[config.mk]
export PLATFORM = sky130hd
export DESIGN_NAME = telnet_rx_option_negotiator_flat
export DESIGN_NICKNAME = d
export VERILOG_FILES = /design/src/rtl/trn_pkg.sv /design/src/rtl/trn_req_if.sv /design/src/rtl/trn_rsp_if.sv /design/src/rtl/trn_parser.sv /design/src/rtl/trn_cmd_queue.sv /design/src/rtl/trn_reply_seq.sv /design/src/rtl/telnet_rx_option_negotiator.sv /design/src/flat_wrapper.sv
export VERILOG_INCLUDE_DIRS = /design/src /design/src/rtl
export SDC_FILE = /design/constraint.sdc
export NUM_CORES = 1
export LEC_CHECK = 0
export ABC_AREA = 0
export BUFFER_PORTS_ARGS = -buffer_cell sky130_fd_sc_hd__buf_4
export CAP_MARGIN = 20
export CELL_PAD_IN_SITES_DETAIL_PLACEMENT = 2
export CELL_PAD_IN_SITES_GLOBAL_PLACEMENT = 2
export CORE_ASPECT_RATIO = 1.1
export CORE_MARGIN = 8
export CORE_UTILIZATION = 36
export DETAILED_ROUTE_END_ITERATION = 8
export GPL_TIMING_DRIVEN = 0
export PLACE_DENSITY_LB_ADDON = 0.3
export SKIP_LAST_GASP = 1
export SYNTH_ARGS = -nofsm -noshare
export SYNTH_HDL_FRONTEND = slang
export SYNTH_SLANG_ARGS = --single-unit
[constraint.sdc]
create_clock -name clock -period 5.3 [get_ports clock]
set_input_delay 0.795 -clock clock [delete_from_list [all_inputs] [get_ports clock]]
set_output_delay 0.795 -clock clock [all_outputs]
set_load 0.05 [all_outputs]
[src/rtl/telnet_rx_option_negotiator_assert.svh]
// ----------------------------------------------------------------------------
// Telnet receive negotiator assertion macros
// Shared concurrent assertion forms for the negotiator checks.
// ----------------------------------------------------------------------------
`ifndef TELNET_RX_OPTION_NEGOTIATOR_ASSERT_SVH
`define TELNET_RX_OPTION_NEGOTIATOR_ASSERT_SVH

// implication checked at every clock unless reset
`define TRN_ASSERT_IMP(label, clk, rst, ante, cons, msg) \
   label: assert property (@(posedge clk) disable iff (rst) (ante) |-> (cons)) \
      else $error(msg);

// next-cycle implication
`define TRN_ASSERT_NEXT(label, clk, rst, ante, cons, msg) \
   label: assert property (@(posedge clk) disable iff (rst) (ante) |=> (cons)) \
      else $error(msg);

`endif

[src/rtl/trn_pkg.sv]
// ----------------------------------------------------------------------------
// Telnet receive negotiator package
// Shared types, codes and reply tables.
// ----------------------------------------------------------------------------
`default_nettype none
package trn_pkg;

   localparam logic [1:0] KIND_TEXT = 2'd0;
   localparam logic [1:0] KIND_ESC  = 2'd1;
   localparam logic [1:0] KIND_NET  = 2'd2;

   localparam logic [7:0] IAC_BYTE = 8'hFF;

   localparam int unsigned QueueDepth = 2;
   localparam int unsigned QPtrWidth  = 1;

   typedef enum logic [3:0] {
      RUN_NONE   = 4'd0,
      RUN_ONE    = 4'd1,
      RUN_THREE  = 4'd2,
      RUN_NAWS   = 4'd3,
      RUN_LMDO   = 4'd4,
      RUN_TTYPE  = 4'd5,
      RUN_SPEED  = 4'd6,
      RUN_LMSB   = 4'd7,
      RUN_ENV    = 4'd8
   } run_type;

   typedef struct packed {
      run_type    run;
      logic [1:0] kind;
      logic [7:0] b0;
      logic [7:0] b1;
      logic [7:0] b2;
      logic       peer_echo;
      logic       echo_off;
      logic       cr_only;
   } cmd_type;

   localparam logic [0:53][7:0] LMDO_TABLE = {
      8'hff,8'hfa,8'h22,8'h03,8'h01,
      8'h00,8'h00,8'h03,8'h62,8'h03,8'h04,8'h02,8'h0f,8'h05,8'h00,8'h00,8'h07,8'h62,
      8'h1c,8'h08,8'h02,8'h04,8'h09,8'h42,8'h1a,8'h0a,8'h02,8'h7f,8'h0b,8'h02,8'h15,
      8'h0c,8'h02,8'h17,8'h0d,8'h02,8'h12,8'h0e,8'h02,8'h16,8'h0f,8'h02,8'h11,8'h10,
      8'h02,8'h13,8'h11,8'h00,8'h00,8'h12,8'h00,8'h00,8'hff,8'hf0};
   localparam logic [0:10][7:0] TTYPE_TABLE = {
      8'hff,8'hfa,8'h18,8'h00,8'h58,8'h54,8'h45,8'h52,8'h4d,8'hff,8'hf0};
   localparam logic [0:16][7:0] SPEED_TABLE = {
      8'hff,8'hfa,8'h20,8'h00,8'h33,8'h38,8'h34,8'h30,8'h30,8'h2c,
      8'h33,8'h38,8'h34,8'h30,8'h30,8'hff,8'hf0};
   localparam logic [0:6][7:0] LMSB_TABLE = {
      8'hff,8'hfa,8'h22,8'h01,8'h17,8'hff,8'hf0};
   localparam logic [0:5][7:0] ENV_TABLE = {
      8'hff,8'hfa,8'h27,8'h00,8'hff,8'hf0};

   function automatic logic [5:0] run_length(run_type r);
      logic [5:0] len;
      unique case (r)
         RUN_ONE:   len = 6'd1;
         RUN_THREE: len = 6'd3;
         RUN_NAWS:  len = 6'd9;
         RUN_LMDO:  len = 6'd54;
         RUN_TTYPE: len = 6'd11;
         RUN_SPEED: len = 6'd17;
         RUN_LMSB:  len = 6'd7;
         RUN_ENV:   len = 6'd6;
         default:   len = 6'd0;
      endcase
      return len;
   endfunction

   function automatic logic [7:0] no_iac(logic [7:0] v);
      return (v == IAC_BYTE) ? 8'hFE : v;
   endfunction

endpackage
`default_nettype wire

[src/rtl/trn_req_if.sv]
// ----------------------------------------------------------------------------
// Telnet receive byte channel
// Valid/ready channel carrying one received byte.
// ----------------------------------------------------------------------------
`default_nettype none
interface trn_req_if;
   logic       valid;
   logic       ready;
   logic [7:0] rx_byte;
   modport source (output valid, output rx_byte, input ready);
   modport sink (input valid, input rx_byte, output ready);
endinterface
`default_nettype wire

[src/rtl/trn_rsp_if.sv]
// ----------------------------------------------------------------------------
// Telnet result channel
// Valid/ready channel carrying one classified output byte and flags.
// ----------------------------------------------------------------------------
`default_nettype none
interface trn_rsp_if;
   logic       valid;
   logic       ready;
   logic [1:0] out_kind;
   logic [7:0] out_byte;
   logic       last_of_run;
   logic       peer_echoes;
   logic       local_echo_off;
   logic       cr_only_mode;
   modport source (output valid, output out_kind, output out_byte, output last_of_run,
                   output peer_echoes, output local_echo_off, output cr_only_mode,
                   input ready);
   modport sink (input valid, input out_kind, input out_byte, input last_of_run,
                 input peer_echoes, input local_echo_off, input cr_only_mode,
                 output ready);
endinterface
`default_nettype wire

[src/rtl/trn_parser.sv]
// ----------------------------------------------------------------------------
// Telnet receive parser
// Runs the phase machine on each accepted byte and issues at most one command.
// ----------------------------------------------------------------------------
`default_nettype none
module trn_parser
   import trn_pkg::*;
(
   input  wire logic       clock,
   input  wire logic       reset,
   input  wire logic       in_valid,
   input  wire logic [7:0] in_byte,
   output logic            in_ready,
   input  wire logic       cmd_ready,
   output logic            cmd_valid,
   output cmd_type         cmd
);

   logic [3:0] phase_ff, phase_in;
   logic [7:0] sub0_ff, sub0_in, sub1_ff, sub1_in, sub2_ff, sub2_in;
   logic [1:0] cnt_ff, cnt_in;
   logic       pe_ff, pe_in, eo_ff, eo_in, cr_ff, cr_in;
   logic       store;
   logic [7:0] b;
   run_type    run;
   logic [1:0] kind;
   logic [7:0] o0, o1, o2;
   logic [7:0] s0, s1, s2;
   logic       fire;

   assign in_ready = cmd_ready;
   assign fire     = in_valid && cmd_ready;
   assign b        = in_byte;
   assign s0 = (cnt_ff > 2'd0) ? sub0_ff : 8'd0;
   assign s1 = (cnt_ff > 2'd1) ? sub1_ff : 8'd0;
   assign s2 = (cnt_ff > 2'd2) ? sub2_ff : 8'd0;

   always_comb begin
      phase_in = phase_ff;
      pe_in = pe_ff; eo_in = eo_ff; cr_in = cr_ff;
      run = RUN_NONE; kind = KIND_NET;
      o0 = b; o1 = 8'd0; o2 = 8'd0;
      store = 1'b0;
      sub0_in = sub0_ff; sub1_in = sub1_ff; sub2_in = sub2_ff; cnt_in = cnt_ff;
      if (b == 8'd8 || b == 8'd10 || b == 8'd11 || b == 8'd13 || b == 8'd14
          || b == 8'd15) begin
         run = RUN_ONE; kind = KIND_TEXT;
      end else begin
         unique case (phase_ff)
            4'd1: begin
               run = RUN_ONE; kind = KIND_ESC;
               if (b == "[") phase_in = 4'd2;
               else if (b == "#") phase_in = 4'd10;
               else if (b == "(") phase_in = 4'd11;
               else if (b == ")") phase_in = 4'd12;
               else if (b == "7" || b == "8" || b == "E" || b == "D" || b == "M"
                        || b == ">" || b == "=") phase_in = 4'd0;
            end
            4'd2: begin
               run = RUN_ONE; kind = KIND_ESC;
               if ((b >= "a" && b <= "z") || (b >= "A" && b <= "Z")) phase_in = 4'd0;
            end
            4'd3: begin
               phase_in = 4'd0;
               if (b == 8'hFB) phase_in = 4'd4;
               else if (b == 8'hFC) phase_in = 4'd5;
               else if (b == 8'hFD) phase_in = 4'd6;
               else if (b == 8'hFE) phase_in = 4'd7;
               else if (b == 8'hFA) begin
                  phase_in = 4'd8;
                  sub0_in = 8'd0; sub1_in = 8'd0; sub2_in = 8'd0; cnt_in = 2'd0;
               end else if (b == IAC_BYTE) begin
                  run = RUN_ONE; kind = KIND_TEXT;
               end
            end
            4'd4: begin
               phase_in = 4'd0;
               o0 = IAC_BYTE; o1 = 8'hFD; o2 = b;
               if (b == 8'h01) begin
                  pe_in = 1'b1; run = RUN_THREE;
               end else if (b == 8'h03) begin
                  run = RUN_THREE;
               end
            end
            4'd5: phase_in = 4'd0;
            4'd6: begin
               phase_in = 4'd0;
               o0 = IAC_BYTE; o2 = b;
               if (b == 8'h00) begin
                  run = RUN_THREE; o1 = 8'hFB;
               end else if (b == 8'h01) begin
                  run = RUN_THREE; o1 = 8'hFC; eo_in = 1'b1;
               end else if (b == 8'h1F) begin
                  run = RUN_NAWS;
               end else if (b == 8'h22) begin
                  run = RUN_LMDO;
               end else if (b == 8'h23 || b == 8'h24) begin
                  run = RUN_THREE; o1 = 8'hFC;
               end
            end
            4'd7: begin
               phase_in = 4'd0;
               o0 = IAC_BYTE; o1 = 8'hFC; o2 = b;
               if (b == 8'h22) run = RUN_THREE;
            end
            4'd8: begin
               if (b == IAC_BYTE) phase_in = 4'd9;
               else store = 1'b1;
            end
            4'd9: begin
               if (b == 8'hF0) begin
                  phase_in = 4'd0;
                  if (s0 == 8'h18 && s1 == 8'h01) run = RUN_TTYPE;
                  else if (s0 == 8'h20 && s1 == 8'h01) run = RUN_SPEED;
                  else if (s0 == 8'h22 && s1 == 8'h01 && s2 == 8'h13) begin
                     run = RUN_LMSB; cr_in = 1'b1;
                  end else if (s0 == 8'h27 && s1 == 8'h01) run = RUN_ENV;
               end else begin
                  phase_in = 4'd8;
                  store = (b == IAC_BYTE);
               end
            end
            4'd10, 4'd11, 4'd12: begin
               phase_in = 4'd0; run = RUN_ONE; kind = KIND_ESC;
            end
            default: begin
               if (b == 8'h1B) begin
                  phase_in = 4'd1; run = RUN_ONE; kind = KIND_ESC;
               end else if (b == IAC_BYTE) begin
                  phase_in = 4'd3;
               end else begin
                  phase_in = 4'd0; run = RUN_ONE; kind = KIND_TEXT;
               end
            end
         endcase
      end
      if (store && cnt_ff != 2'd3) begin
         cnt_in = cnt_ff + 2'd1;
         unique case (cnt_ff)
            2'd0: sub0_in = b;
            2'd1: sub1_in = b;
            default: sub2_in = b;
         endcase
      end
   end

   always_ff @(posedge clock) begin
      if (reset) begin
         phase_ff <= 4'd0;
         sub0_ff <= 8'd0; sub1_ff <= 8'd0; sub2_ff <= 8'd0;
         cnt_ff <= 2'd0;
         pe_ff <= 1'b0; eo_ff <= 1'b0; cr_ff <= 1'b0;
      end else if (fire) begin
         phase_ff <= phase_in;
         sub0_ff <= sub0_in; sub1_ff <= sub1_in; sub2_ff <= sub2_in;
         cnt_ff <= cnt_in;
         pe_ff <= pe_in; eo_ff <= eo_in; cr_ff <= cr_in;
      end
   end

   assign cmd_valid     = fire && (run != RUN_NONE);
   assign cmd.run       = run;
   assign cmd.kind      = kind;
   assign cmd.b0        = o0;
   assign cmd.b1        = o1;
   assign cmd.b2        = o2;
   assign cmd.peer_echo = pe_in;
   assign cmd.echo_off  = eo_in;
   assign cmd.cr_only   = cr_in;

endmodule
`default_nettype wire

[src/rtl/trn_cmd_queue.sv]
// ----------------------------------------------------------------------------
// Telnet command queue
// Short FIFO between the parser and the reply sequencer.
// ----------------------------------------------------------------------------
`default_nettype none
module trn_cmd_queue
   import trn_pkg::*;
(
   input  wire logic    clock,
   input  wire logic    reset,
   input  wire logic    push,
   input  wire cmd_type push_cmd,
   output logic         not_full,
   input  wire logic    pop,
   output logic         not_empty,
   output cmd_type      head
);

   cmd_type              mem_ff [QueueDepth];
   logic [QPtrWidth-1:0] wp_ff, rp_ff;
   logic [QPtrWidth:0]   cnt_ff, cnt_in;

   assign not_full  = cnt_ff < (QPtrWidth+1)'(QueueDepth);
   assign not_empty = cnt_ff != '0;
   assign head      = mem_ff[rp_ff];
   assign cnt_in    = cnt_ff + (QPtrWidth+1)'(push) - (QPtrWidth+1)'(pop);

   always_ff @(posedge clock) begin
      if (push) mem_ff[wp_ff] <= push_cmd;
   end

   always_ff @(posedge clock) begin
      if (reset) begin
         wp_ff <= '0; rp_ff <= '0; cnt_ff <= '0;
      end else begin
         if (push) wp_ff <= wp_ff + 1'b1;
         if (pop) rp_ff <= rp_ff + 1'b1;
         cnt_ff <= cnt_in;
      end
   end

endmodule
`default_nettype wire

[src/rtl/trn_reply_seq.sv]
// ----------------------------------------------------------------------------
// Telnet reply sequencer
// Expands one queued command into its run of output bytes.
// ----------------------------------------------------------------------------
`default_nettype none
module trn_reply_seq
   import trn_pkg::*;
(
   input  wire logic       clock,
   input  wire logic       reset,
   input  wire logic       cmd_avail,
   input  wire cmd_type    cmd,
   output logic            cmd_pop,
   input  wire logic [7:0] window_columns,
   input  wire logic [7:0] window_rows,
   trn_rsp_if.source       rsp
);

   logic [5:0] idx_ff, idx_in;
   logic [5:0] len;
   logic [7:0] ob;
   logic       last;
   logic       take;

   assign len  = run_length(cmd.run);
   assign last = (idx_ff == len - 6'd1);
   assign take = rsp.valid && rsp.ready;
   assign cmd_pop = take && last;
   assign idx_in  = cmd_pop ? 6'd0 : idx_ff + 6'd1;

   always_comb begin
      unique case (cmd.run)
         RUN_THREE: begin
            unique case (idx_ff[1:0])
               2'd0: ob = cmd.b0;
               2'd1: ob = cmd.b1;
               default: ob = cmd.b2;
            endcase
         end
         RUN_NAWS: begin
            unique case (idx_ff[3:0])
               4'd0: ob = IAC_BYTE;
               4'd1: ob = 8'hFA;
               4'd2: ob = 8'h1F;
               4'd4: ob = no_iac(window_columns);
               4'd6: ob = no_iac(window_rows);
               4'd7: ob = IAC_BYTE;
               4'd8: ob = 8'hF0;
               default: ob = 8'h00;
            endcase
         end
         RUN_LMDO:  ob = LMDO_TABLE[idx_ff];
         RUN_TTYPE: ob = TTYPE_TABLE[idx_ff[3:0]];
         RUN_SPEED: ob = SPEED_TABLE[idx_ff[4:0]];
         RUN_LMSB:  ob = LMSB_TABLE[idx_ff[2:0]];
         RUN_ENV:   ob = ENV_TABLE[idx_ff[2:0]];
         default:   ob = cmd.b0;
      endcase
   end

   always_ff @(posedge clock) begin
      if (reset) idx_ff <= 6'd0;
      else if (take) idx_ff <= idx_in;
   end

   assign rsp.valid          = cmd_avail;
   assign rsp.out_kind       = cmd.kind;
   assign rsp.out_byte       = ob;
   assign rsp.last_of_run    = last;
   assign rsp.peer_echoes    = cmd.peer_echo;
   assign rsp.local_echo_off = cmd.echo_off;
   assign rsp.cr_only_mode   = cmd.cr_only;

endmodule
`default_nettype wire

[src/rtl/telnet_rx_option_negotiator.sv]
// A byte's command, if any, enters the command queue when the byte is accepted.
// One byte per cycle while each makes at most one result and rsp is ready;
// the sequencer sends each reply run byte by byte (up to 54) from one command.
// The two-entry command queue lets the parser run ahead of the sequencer.
// Reset (synchronous, active high) returns the parser to text, clears the
// flags and queue, and sets the window size to 80 by 24.
// ----------------------------------------------------------------------------
// Telnet receive option negotiator
// Parser, command queue and reply sequencer with an APB register port.
// ----------------------------------------------------------------------------
`default_nettype none
`include "telnet_rx_option_negotiator_assert.svh"
module telnet_rx_option_negotiator
   import trn_pkg::*;
(
   input  wire logic        clock,
   input  wire logic        reset,
   trn_req_if.sink          req,
   trn_rsp_if.source        rsp,
   input  wire logic        csr_psel,
   input  wire logic        csr_penable,
   input  wire logic        csr_pwrite,
   input  wire logic [2:0]  csr_paddr,
   input  wire logic [31:0] csr_pwdata,
   output logic [31:0]      csr_prdata,
   output logic             csr_pready
);

   logic [7:0] cols_ff, rows_ff;
   logic       cmd_valid, q_not_full, q_not_empty, q_pop;
   cmd_type    cmd, head;

   assign csr_pready = 1'b1;

   always_ff @(posedge clock) begin
      if (reset) begin
         cols_ff <= 8'd80; rows_ff <= 8'd24;
      end else if (csr_psel && csr_penable && csr_pwrite) begin
         if (csr_paddr == 3'd0) cols_ff <= csr_pwdata[7:0];
         else if (csr_paddr == 3'd4) rows_ff <= csr_pwdata[7:0];
      end
   end

   always_comb begin
      csr_prdata = 32'd0;
      if (csr_paddr == 3'd0) csr_prdata = {24'd0, cols_ff};
      else if (csr_paddr == 3'd4) csr_prdata = {24'd0, rows_ff};
   end

   trn_parser u_parser (
      .clock     (clock),
      .reset     (reset),
      .in_valid  (req.valid),
      .in_byte   (req.rx_byte),
      .in_ready  (req.ready),
      .cmd_ready (q_not_full),
      .cmd_valid (cmd_valid),
      .cmd       (cmd)
   );

   trn_cmd_queue u_queue (
      .clock     (clock),
      .reset     (reset),
      .push      (cmd_valid),
      .push_cmd  (cmd),
      .not_full  (q_not_full),
      .pop       (q_pop),
      .not_empty (q_not_empty),
      .head      (head)
   );

   trn_reply_seq u_seq (
      .clock          (clock),
      .reset          (reset),
      .cmd_avail      (q_not_empty),
      .cmd            (head),
      .cmd_pop        (q_pop),
      .window_columns (cols_ff),
      .window_rows    (rows_ff),
      .rsp            (rsp)
   );

   `TRN_ASSERT_IMP(a_no_push_full, clock, reset, cmd_valid, q_not_full,
      "command pushed into full queue")
   `TRN_ASSERT_IMP(a_pop_nonempty, clock, reset, q_pop, q_not_empty,
      "command popped from empty queue")
   `TRN_ASSERT_NEXT(a_flag_sticky, clock, reset, rsp.valid && rsp.cr_only_mode,
      !rsp.valid || rsp.cr_only_mode, "cr-only flag cleared")

endmodule
`default_nettype wire

[src/flat_wrapper.sv]
// flat-port wrapper written by rule: the top's interface ports become plain ports
module telnet_rx_option_negotiator_flat import trn_pkg::*;
  (clock, reset, csr_psel, csr_penable, csr_pwrite, csr_paddr, csr_pwdata, csr_prdata, csr_pready, req_valid, req_rx_byte, req_ready, rsp_valid, rsp_out_kind, rsp_out_byte, rsp_last_of_run, rsp_peer_echoes, rsp_local_echo_off, rsp_cr_only_mode, rsp_ready);
  trn_req_if req_i ();
  trn_rsp_if rsp_i ();
  input  wire logic clock;
  input  wire logic reset;
  input  wire logic csr_psel;
  input  wire logic csr_penable;
  input  wire logic csr_pwrite;
  input  wire logic [2:0] csr_paddr;
  input  wire logic [31:0] csr_pwdata;
  output logic [31:0] csr_prdata;
  output logic csr_pready;
  input wire logic [$bits(req_i.valid)-1:0] req_valid;
  input wire logic [$bits(req_i.rx_byte)-1:0] req_rx_byte;
  output wire logic [$bits(req_i.ready)-1:0] req_ready;
  output wire logic [$bits(rsp_i.valid)-1:0] rsp_valid;
  output wire logic [$bits(rsp_i.out_kind)-1:0] rsp_out_kind;
  output wire logic [$bits(rsp_i.out_byte)-1:0] rsp_out_byte;
  output wire logic [$bits(rsp_i.last_of_run)-1:0] rsp_last_of_run;
  output wire logic [$bits(rsp_i.peer_echoes)-1:0] rsp_peer_echoes;
  output wire logic [$bits(rsp_i.local_echo_off)-1:0] rsp_local_echo_off;
  output wire logic [$bits(rsp_i.cr_only_mode)-1:0] rsp_cr_only_mode;
  input wire logic [$bits(rsp_i.ready)-1:0] rsp_ready;
  assign req_i.valid = req_valid;
  assign req_i.rx_byte = req_rx_byte;
  assign req_ready = req_i.ready;
  assign rsp_valid = rsp_i.valid;
  assign rsp_out_kind = rsp_i.out_kind;
  assign rsp_out_byte = rsp_i.out_byte;
  assign rsp_last_of_run = rsp_i.last_of_run;
  assign rsp_peer_echoes = rsp_i.peer_echoes;
  assign rsp_local_echo_off = rsp_i.local_echo_off;
  assign rsp_cr_only_mode = rsp_i.cr_only_mode;
  assign rsp_i.ready = rsp_ready;
  telnet_rx_option_negotiator u_core (.clock(clock), .reset(reset), .req(req_i), .rsp(rsp_i), .csr_psel(csr_psel), .csr_penable(csr_penable), .csr_pwrite(csr_pwrite), .csr_paddr(csr_paddr), .csr_pwdata(csr_pwdata), .csr_prdata(csr_prdata), .csr_pready(csr_pready));
endmodule
After elaboration in Yosys (flattened, before gate mapping)
Memories as Yosys holds them, arrays and structs flattened. A register that Yosys moved wholly into a read port is not among the register bits.
Cells that the tools add are included.
Word-level totals
  register bits: 59
  bits in writable memories: 66
  bits in read-only memories: 1120
  bits of input ports: 50
  output and inout port bits: 49
  logic and storage cells: 306
  memories kept: 7
Memory list
  (no name shown): depth 64, width 8, rd ports 1, clocked after Yosys merged registers in 0, write ports 0, RTL line trn_reply_seq.sv:52  | RUN_LMDO: ob = LMDO_TABLE[idx_ff];
  (no name shown): depth 32, width 8, rd ports 1, clocked after Yosys merged registers in 0, write ports 0, RTL line trn_reply_seq.sv:54  | RUN_SPEED: ob = SPEED_TABLE[idx_ff[4:0]];
  (no name shown): depth 16, width 8, rd ports 1, clocked after Yosys merged registers in 0, write ports 0, RTL line trn_reply_seq.sv:53  | RUN_TTYPE: ob = TTYPE_TABLE[idx_ff[3:0]];
  (no name shown): depth 16, width 6, rd ports 1, clocked after Yosys merged registers in 0, write ports 0, RTL line trn_pkg.sv:58  | unique case (r)
  u_core.u_queue.mem_ff: depth 2, width 33, rd ports 1, clocked after Yosys merged registers in 1, write ports 1, RTL line trn_cmd_queue.sv:19  | cmd_type mem_ff [QueueDepth];
  (no name shown): depth 8, width 8, rd ports 1, clocked after Yosys merged registers in 0, write ports 0, RTL line trn_reply_seq.sv:56  | RUN_ENV: ob = ENV_TABLE[idx_ff[2:0]];
  +1 memories
Cells by class
  $add $sub $neg: 7
  order comparisons: 12
  equality and inequality tests: 76
  muxes and demuxes: 137
  bitwise operators: 6
  reduce and logical (&&, ||, !) cells: 47
Operators by type and width (number)
  $mux W8: 53
  $eq A8 B6 Y1 const B: 12
  $mux W4: 19
  $eq A8 B8 Y1 const B: 9
  $pmux W8 S7: 1
  $eq A8 B4 Y1 const B: 6
  $pmux W8 S6: 1
  $mux W2: 23
  $eq A4 B3 Y1 const B: 11
  $eq A8 B5 Y1 const B: 4
  $eq A8 B7 Y1 const B: 4
  $mux W32: 1
  $eq A4 B4 Y1 const B: 7
  $mux W1: 28
  $pmux W4 S7: 1
  $pmux W4 S6: 1
  $pmux W8 S3: 1
  $eq A4 B2 Y1 const B: 5
  $eq A8 B1 Y1 const B: 2
  $ge A8 B7 Y1 const B: 2
  $le A8 B7 Y1 const B: 2
  $pmux W8 S2: 1
  $logic_and A1 B1 Y1: 14
  $logic_or A1 B1 Y1: 13
  45 further kinds: 64

Longest topological paths before layout
Gate-level depths: netlist (run 1).
  depth in word-level cells: 15
  mapped depth: 23

Cells and area by module
A second synthesis (run 1) with hierarchy kept.
Second synthesis, totals
  cells, all modules: 967
  area, all modules: 8961.1 µm²
Modules (own cells, without submodules)
  trn_parser: times used 1, cells each 362, area each 2822.7 µm², seq. area each 660.6 µm²
  trn_cmd_queue: times used 1, cells each 124, area each 2751.4 µm², seq. area each 2082.0 µm²
  trn_reply_seq: times used 1, cells each 367, area each 2336.0 µm², seq. area each 120.1 µm²
  telnet_rx_option_negotiator: times used 1, cells each 114, area each 1051.0 µm², seq. area each 320.3 µm²

Worst setup path after synthesis (run 1)
Ideal clock, no wire load.
  kind: register -> output
  from: reg (tool-made name)
  to: out rsp_last_of_run
  arrival: 3.900 ns
  data required time: 4.505 ns
  path slack: 0.605 ns
  cell stages (with the launch flop): 17
  buffers on the path: 5
  cells stage by stage: dfxtp_1 buf_4 buf_2 buf_2 buf_2 mux2i_1 inv_1 ha_1 clkbuf_1 xnor2_1 o311a_1 ha_1 xor2_1 a21o_1 and4_1 nand4_1 a22oi_2
RTL lines
  to (decl): RTL line flat_wrapper.sv:21  | output wire logic [$bits(rsp_i.last_of_run)-1:0] rsp_last_of_run;

==> results of run 1 <==
-- cells by family after synthesis --
logic type                 Yosys count  share of synthesized area
AOI/OAI and AO/OA                  243                      0.208
DFF                                118                      0.361
muxes                               65                     0.0839
adders and majority gates           23                     0.0353
and+or+nand+nor                    337                      0.217
buffers and inverters              129                     0.0753
xor gates and xnor gates            16                     0.0181
other                                2                   0.000921
-- final timing paths --
| check | start | endpoint | slack (ps) | cells after the start |
|---|---|---|---|---|
| setup / recovery | flip-flop | rsp_last_of_run | 300 | 15 |
| hold / removal | u_core.u_parser.cr_ff | u_core.u_parser.cr_ff | 480 | 2 |
| setup reg to reg | flip-flop | u_core.u_queue.cnt_ff[1] | 450 | 18 |
| hold reg to reg | u_core.u_parser.cr_ff | u_core.u_parser.cr_ff | 480 | 2 |
-- synth_stat cells (all sizes together) (14+ instances only) --
cell    number  share of area
nor2       111          0.052
dfxtp       60           0.15
edfxtp      58           0.21
nand2       56          0.026
buf         49          0.039
o21ai       49          0.031
clkbuf      48          0.022
a21oi       42          0.026
a22oi       40          0.039
mux2i       38          0.047
inv         32          0.015
mux2        27          0.037
nor3        26          0.016
ha          23          0.035
nand3       21          0.013
nor2b       18          0.014
nand2b      17          0.013
a31oi       14          0.012
-- routing by layer --
| layer | track usage | vias up | wire, µm |
|---|---|---|---|
| li1 | - | 3574 | - |
| met1 | 0.264 | 3997 | 13200 |
| met3 | 0.0340 | 75 | 1110 |
| met4 | 0.111 | 0 | 1170 |
| met2 | 0.429 | 218 | 17600 |
| met5 | 0 | - | 0 |
-- per-stage QoR --
step	utilization	instance area, µm²
floorplan	-	8240
global placement	0.403	8950
detailed placement	0.404	8970
CTS	0.434	9620
global route	0.434	9620
finish	0.434	9620
-- cell type report --
type                    instances  area, µm²  share of cell area
flip-flops and latches        118       2950               0.306
clock inverters                12        114              0.0118
well taps                     295        369              0.0384
clock buffers                  20        478              0.0497
multi-input cells             709       4730               0.491
inverters                      32        120              0.0125
plain buffers                  95        497              0.0517
repair buffers                 48        368              0.0383
-- state kept, by name, summed over array words and instances, names as in the netlist, named ones only --
signal,flops
u_core.u_parser.eo_ff,1
u_core.u_queue.wp_ff,1
u_core.rows_ff,8
u_core.u_seq.idx_ff,6
u_core.cols_ff,8
u_core.u_parser.sub1_ff,8
u_core.u_queue.cnt_ff,2
u_core.u_parser.cr_ff,1
u_core.u_queue.rp_ff,1
u_core.u_parser.sub2_ff,8
u_core.u_parser.phase_ff,4
u_core.u_parser.sub0_ff,8
u_core.u_parser.cnt_ff,2
u_core.u_queue.mem_ff,58
u_core.u_parser.pe_ff,1
-- worst max-delay path: cells and delay by family (launching register included) --
family | cells | cell delay, ps
flip-flops | 1 | 420
multiplexers | 1 | 300
AND/OR/NAND/NOR | 3 | 740
XOR/XNOR | 1 | 180
AO/OA/AOI/OAI | 4 | 530
buffers and inverters | 4 | 1020
adder cells (fa/ha/maj) | 2 | 560
-- power breakdown --
group	switching [mW]	internal, mW
Sequential	0.0435	1.04
Combinational	0.722	0.346
Clock	0.473	0.703
-- what timing repair did --
item / in CTS / in global routing
pin swaps: 1 / 0
buffers inserted: 2 / 0
endpoints found under the hold margin: 0 / 0
setup endpoints to repair: 11 / 5
resized for setup: 11 / 5
==> results.cfg, run 1 <==
[clocking]
clk_latency_ps = 440
holdBufCountCts = 0
root_buffer = clkbuf_16
cts_sinks = 118
cts_tree = done
cts_buffers = 17
clkTransAtPathRegs_ps = 60
clockBufferDepth = 2
htreeDepth = 4

[detailed_routing]
drt-total-wl_um = 33000
drtIter0Drc = 521
vias = 7864
viasPerCell = 5.92
firstDrtPassIters = 6
post-route-drc-count = 0
antenna_left = 0
wl_per_cell_um = 24.8

[timing]
fmax_mhz = 200
skew_ps = 12.4
hold_violations = 0
final-setup-viol-count = 0
worstMarginPinSlew_ps = 902
holdWs_ps = 480
rsz0062_at_grt = no
fin_crit_sh = 0.944
timing.final.ws_setup_ps = 296
fin_crit_ps = 5000
fin_setup_tns_ps = 0
slew_viol_final = 0
max_slew_margin = 0.397

[final_layout]
final_common_cell = nor2_1
drive_gt1_frac = 0.171
num-fill-cells = 2477
finalNetCount = 1094
stdcell_count = 1329
insertedDiodeCount = 0
final_cell_mix = nor2_1 (110), buf_4 (76), dfxtp_1 (58), edfxtp_1 (58), nand2_1 (56)
area_delta_synth_final_pct = 17.9

[power]
power_density_mw_per_mm2 = 346
finalPower_mw = 3.33
vdd.ir_drop.worst_v = 0.000260
leakage_nw = 3.75

[global_route]
grt_pass1_wl_um = 51300
grt_start_max_net_pins = 30
grt.overflow.total = 0
antenna_found_initial = 0
grt_pass1_vias = 8626
grt_usage = 0.235

[synth]
ys_ff_latch = 118
syn_avg_cell_area_um2 = 8.74
synthCells = 933
synth-main-ff-cell = dfxtp_1
ys_seq_area_frac = 0.361
synth_area_mm2 = 0.00816
yosysWarnings = 0
synth_edf_count = 58
async_flop_share = 0
synth_cell_type_count = 88

[setup_path]
cp-end-kind = primary output
cp.arrival_ps = 4210
crit_chain = buf_4, buf_4, buf_6, mux2i_4, ha_2, and4bb_2, a31oi_4, o311a_1, ha_1, xor2_1, a21o_1, and4_1, nand4_1, a22oi_2, buf_4
critPathSlowestCell = dfxtp_2
critical_path_class = reg2out
crit_required_ps = 4510
critPathLaunchType = flip-flop
critPathMaxStageDelay_ps = 420
critPathMaxFanout = 19
cpMostUsedCell = buf_4

[die]
core_area_mm2 = 0.0222
die_w_um = 160
rows = 57
die_area_mm2 = 0.0277
ioPinCount = 99
die_h_um = 174
start_util = 0.368

[min_path]
hp-class = reg2reg

[run_status]
status = finished clean

[flow_run]
cap_violations = 0

[placement]
dp_slack_ps = -441
post-place-cells = 1297
io_buffers = 45
dp_hpwl_um = 24000
gp_congestion = 0.913
No activity file was read; power rests on OpenSTA's default activity.
==> inputs of run 2 (changes only) <==
--- a/config.mk
+++ b/config.mk
@@ -15,7 +15,6 @@
 export CORE_MARGIN = 8
 export CORE_UTILIZATION = 36
 export DETAILED_ROUTE_END_ITERATION = 8
-export GPL_TIMING_DRIVEN = 0
 export PLACE_DENSITY_LB_ADDON = 0.3
 export SKIP_LAST_GASP = 1
 export SYNTH_ARGS = -nofsm -noshare
==> run 2 against run 1 <==
Sequential power barely moved. Via count fell by 7.3%. Critical path depth fell by 3. Clock power rose by 3%. Largest cell class unchanged. Final area fell by 4.6%. Core utilization fell by 2.0 points. Sequential cell count did not move. Total power fell by 0.66%. Sequential share of layout area rose by 1.5 points. Register-to-register slack improved by 390 ps. Global-route usage fell by 2.9 points. Largest power group unchanged.
==> results.cfg, run 2 (same netlist as run 1, synthesis figures left out) <==
[clocking]
cts-resized-gates = 0
cts_buffers = 17
root_buffer = clkbuf_16
cts_setup_buffers = 0
clkTransAtPathRegs_ps = 50
cts_tree = done
clockBufferDepth = 2
holdBufCountCts = 0
cts_sinks = 118
htreeDepth = 4
clk_latency_ps = 430

[final_layout]
drive_gt1_frac = 0.146
final_common_cell = nor2_1
insertedDiodeCount = 0
largest_reg_flops = 58
final_cell_mix = nor2_1 (110), buf_4 (58), edfxtp_1 (58)
finalNetCount = 1009
stdcell_count = 1244
regMostFlops = u_core.u_queue.mem_ff
area_delta_synth_final_pct = 12.5

[global_route]
grt_start_max_net_pins = 65
grt_pass1_vias = 7946
grt_pass1_wl_um = 45700
grt_usage = 0.207
grt.overflow.total = 0
antenna_found_initial = 0

[flow_run]
cap_violations = 0

[power]
leakage_nw = 3.52
power_density_mw_per_mm2 = 360
vdd.ir_drop.worst_v = 0.000242

[placement]
post-place-cells = 1212
dp_hpwl_um = 20300
io_buffers = 49
gp_congestion = 0.821

[detailed_routing]
firstDrtPassIters = 5
viasPerCell = 5.86
antenna_left = 0
drt-total-wl_um = 29100
wl_per_cell_um = 23.4
post-route-drc-count = 0
vias = 7289
drtIter0Drc = 358

[timing]
max_slew_margin = 0.292
fin_setup_tns_ps = 0
skew_ps = 11.5
rsz0062_at_grt = no
fin_crit_ps = 4830
hold_violations = 0
fmax_mhz = 207
final-setup-viol-count = 0
fin_crit_sh = 0.912
holdWs_ps = 495
worstMarginPinSlew_ps = 1060
slew_viol_final = 0

[setup_path]
cp.arrival_ps = 4040
critical_path_class = reg2out
critPathMaxFanout = 16
critPathSlowestCell = dfxtp_2
crit_chain = mux2i_1, ha_1, and4bb_2, a31oi_2, o311a_1, ha_1, xor2_1, a21o_1, and4_1, nand4_1, a22oi_2, buf_4
critPathLaunchType = flip-flop
critPathMaxStageDelay_ps = 580
cp-end-kind = primary output
cpMostUsedCell = ha_1
crit_required_ps = 4510

[die]
ioPinCount = 99
die_h_um = 174
start_util = 0.368
rows = 57
die_area_mm2 = 0.0277
die_w_um = 160
core_area_mm2 = 0.0222

[run_status]
status = finished clean

[min_path]
hp-class = reg2reg
==> run 2: cell types whose count changed in the layout (fill, tap and decap cells not counted), sizes merged <==
cell,delta
inv,+1
bufinv,+1
clkinv,-2
buf,-38
clkbuf,-47
==> run 2: stage by stage <==
stage               worst slack (ps)  utilization  power (mW)  cell area [µm²]
finish                           466        0.414        3.31             9180
global route                     178        0.414        3.44             9180
CTS                              439        0.414        3.34             9180
detailed placement               886        0.386        2.09             8560
global placement                1040        0.386        2.06             8560
floorplan                        605            -        1.81             8240
==> run 2: area by class of cell <==
cell class / instances / area (µm²)
multi-input cells: 709 / 4690
clock buffers: 20 / 480
repair buffers: 58 / 435
well taps: 295 / 369
clock inverters: 12 / 136
flip-flops and latches: 118 / 2950
fillers: 2475 / 13000
inverters: 32 / 120
==> run 2: report_power, final <==
group | switching, mW | internal [mW] | leakage (nW) | total (mW)
logic | 0.675 | 0.321 | 2.17 | 0.995
clock network | 0.464 | 0.756 | 0.310 | 1.22
registers | 0.0504 | 1.04 | 1.04 | 1.09
total | 1.19 | 2.12 | 3.52 | 3.31
==> run 2: final timing paths <==
kind | startpoint | endpoint | slack (ps) | cells after the start
worst max register to register | flip-flop | u_core.u_queue.cnt_ff[1] | 840 | 17
worst min register to register | u_core.u_parser.sub1_ff[6] | u_core.u_parser.sub1_ff[6] | 490 | 2
worst max-delay path | flip-flop | rsp_last_of_run | 470 | 12
worst min-delay path | u_core.u_parser.sub1_ff[6] | u_core.u_parser.sub1_ff[6] | 490 | 2
==> run 2: critical path: cells and delay by family, from the launching register on <==
| kind | cells | cell delay [ps] |
|---|---|---|
| compound gates | 4 | 1050 |
| xor+xnor | 1 | 210 |
| fa+ha+maj | 2 | 530 |
| simple gates | 3 | 720 |
| flops | 1 | 580 |
| mux | 1 | 260 |
| buf+inv | 1 | 250 |
==> run 2: routing by layer <==
metal / wire length (µm) / track usage / vias to the layer above
met2: 15200 / 0.375 / 138
met4: 948 / 0.0905 / 0
li1: - / - / 3410
met5: 0 / 0 / -
met3: 783 / 0.0349 / 63
met1: 12100 / 0.234 / 3678
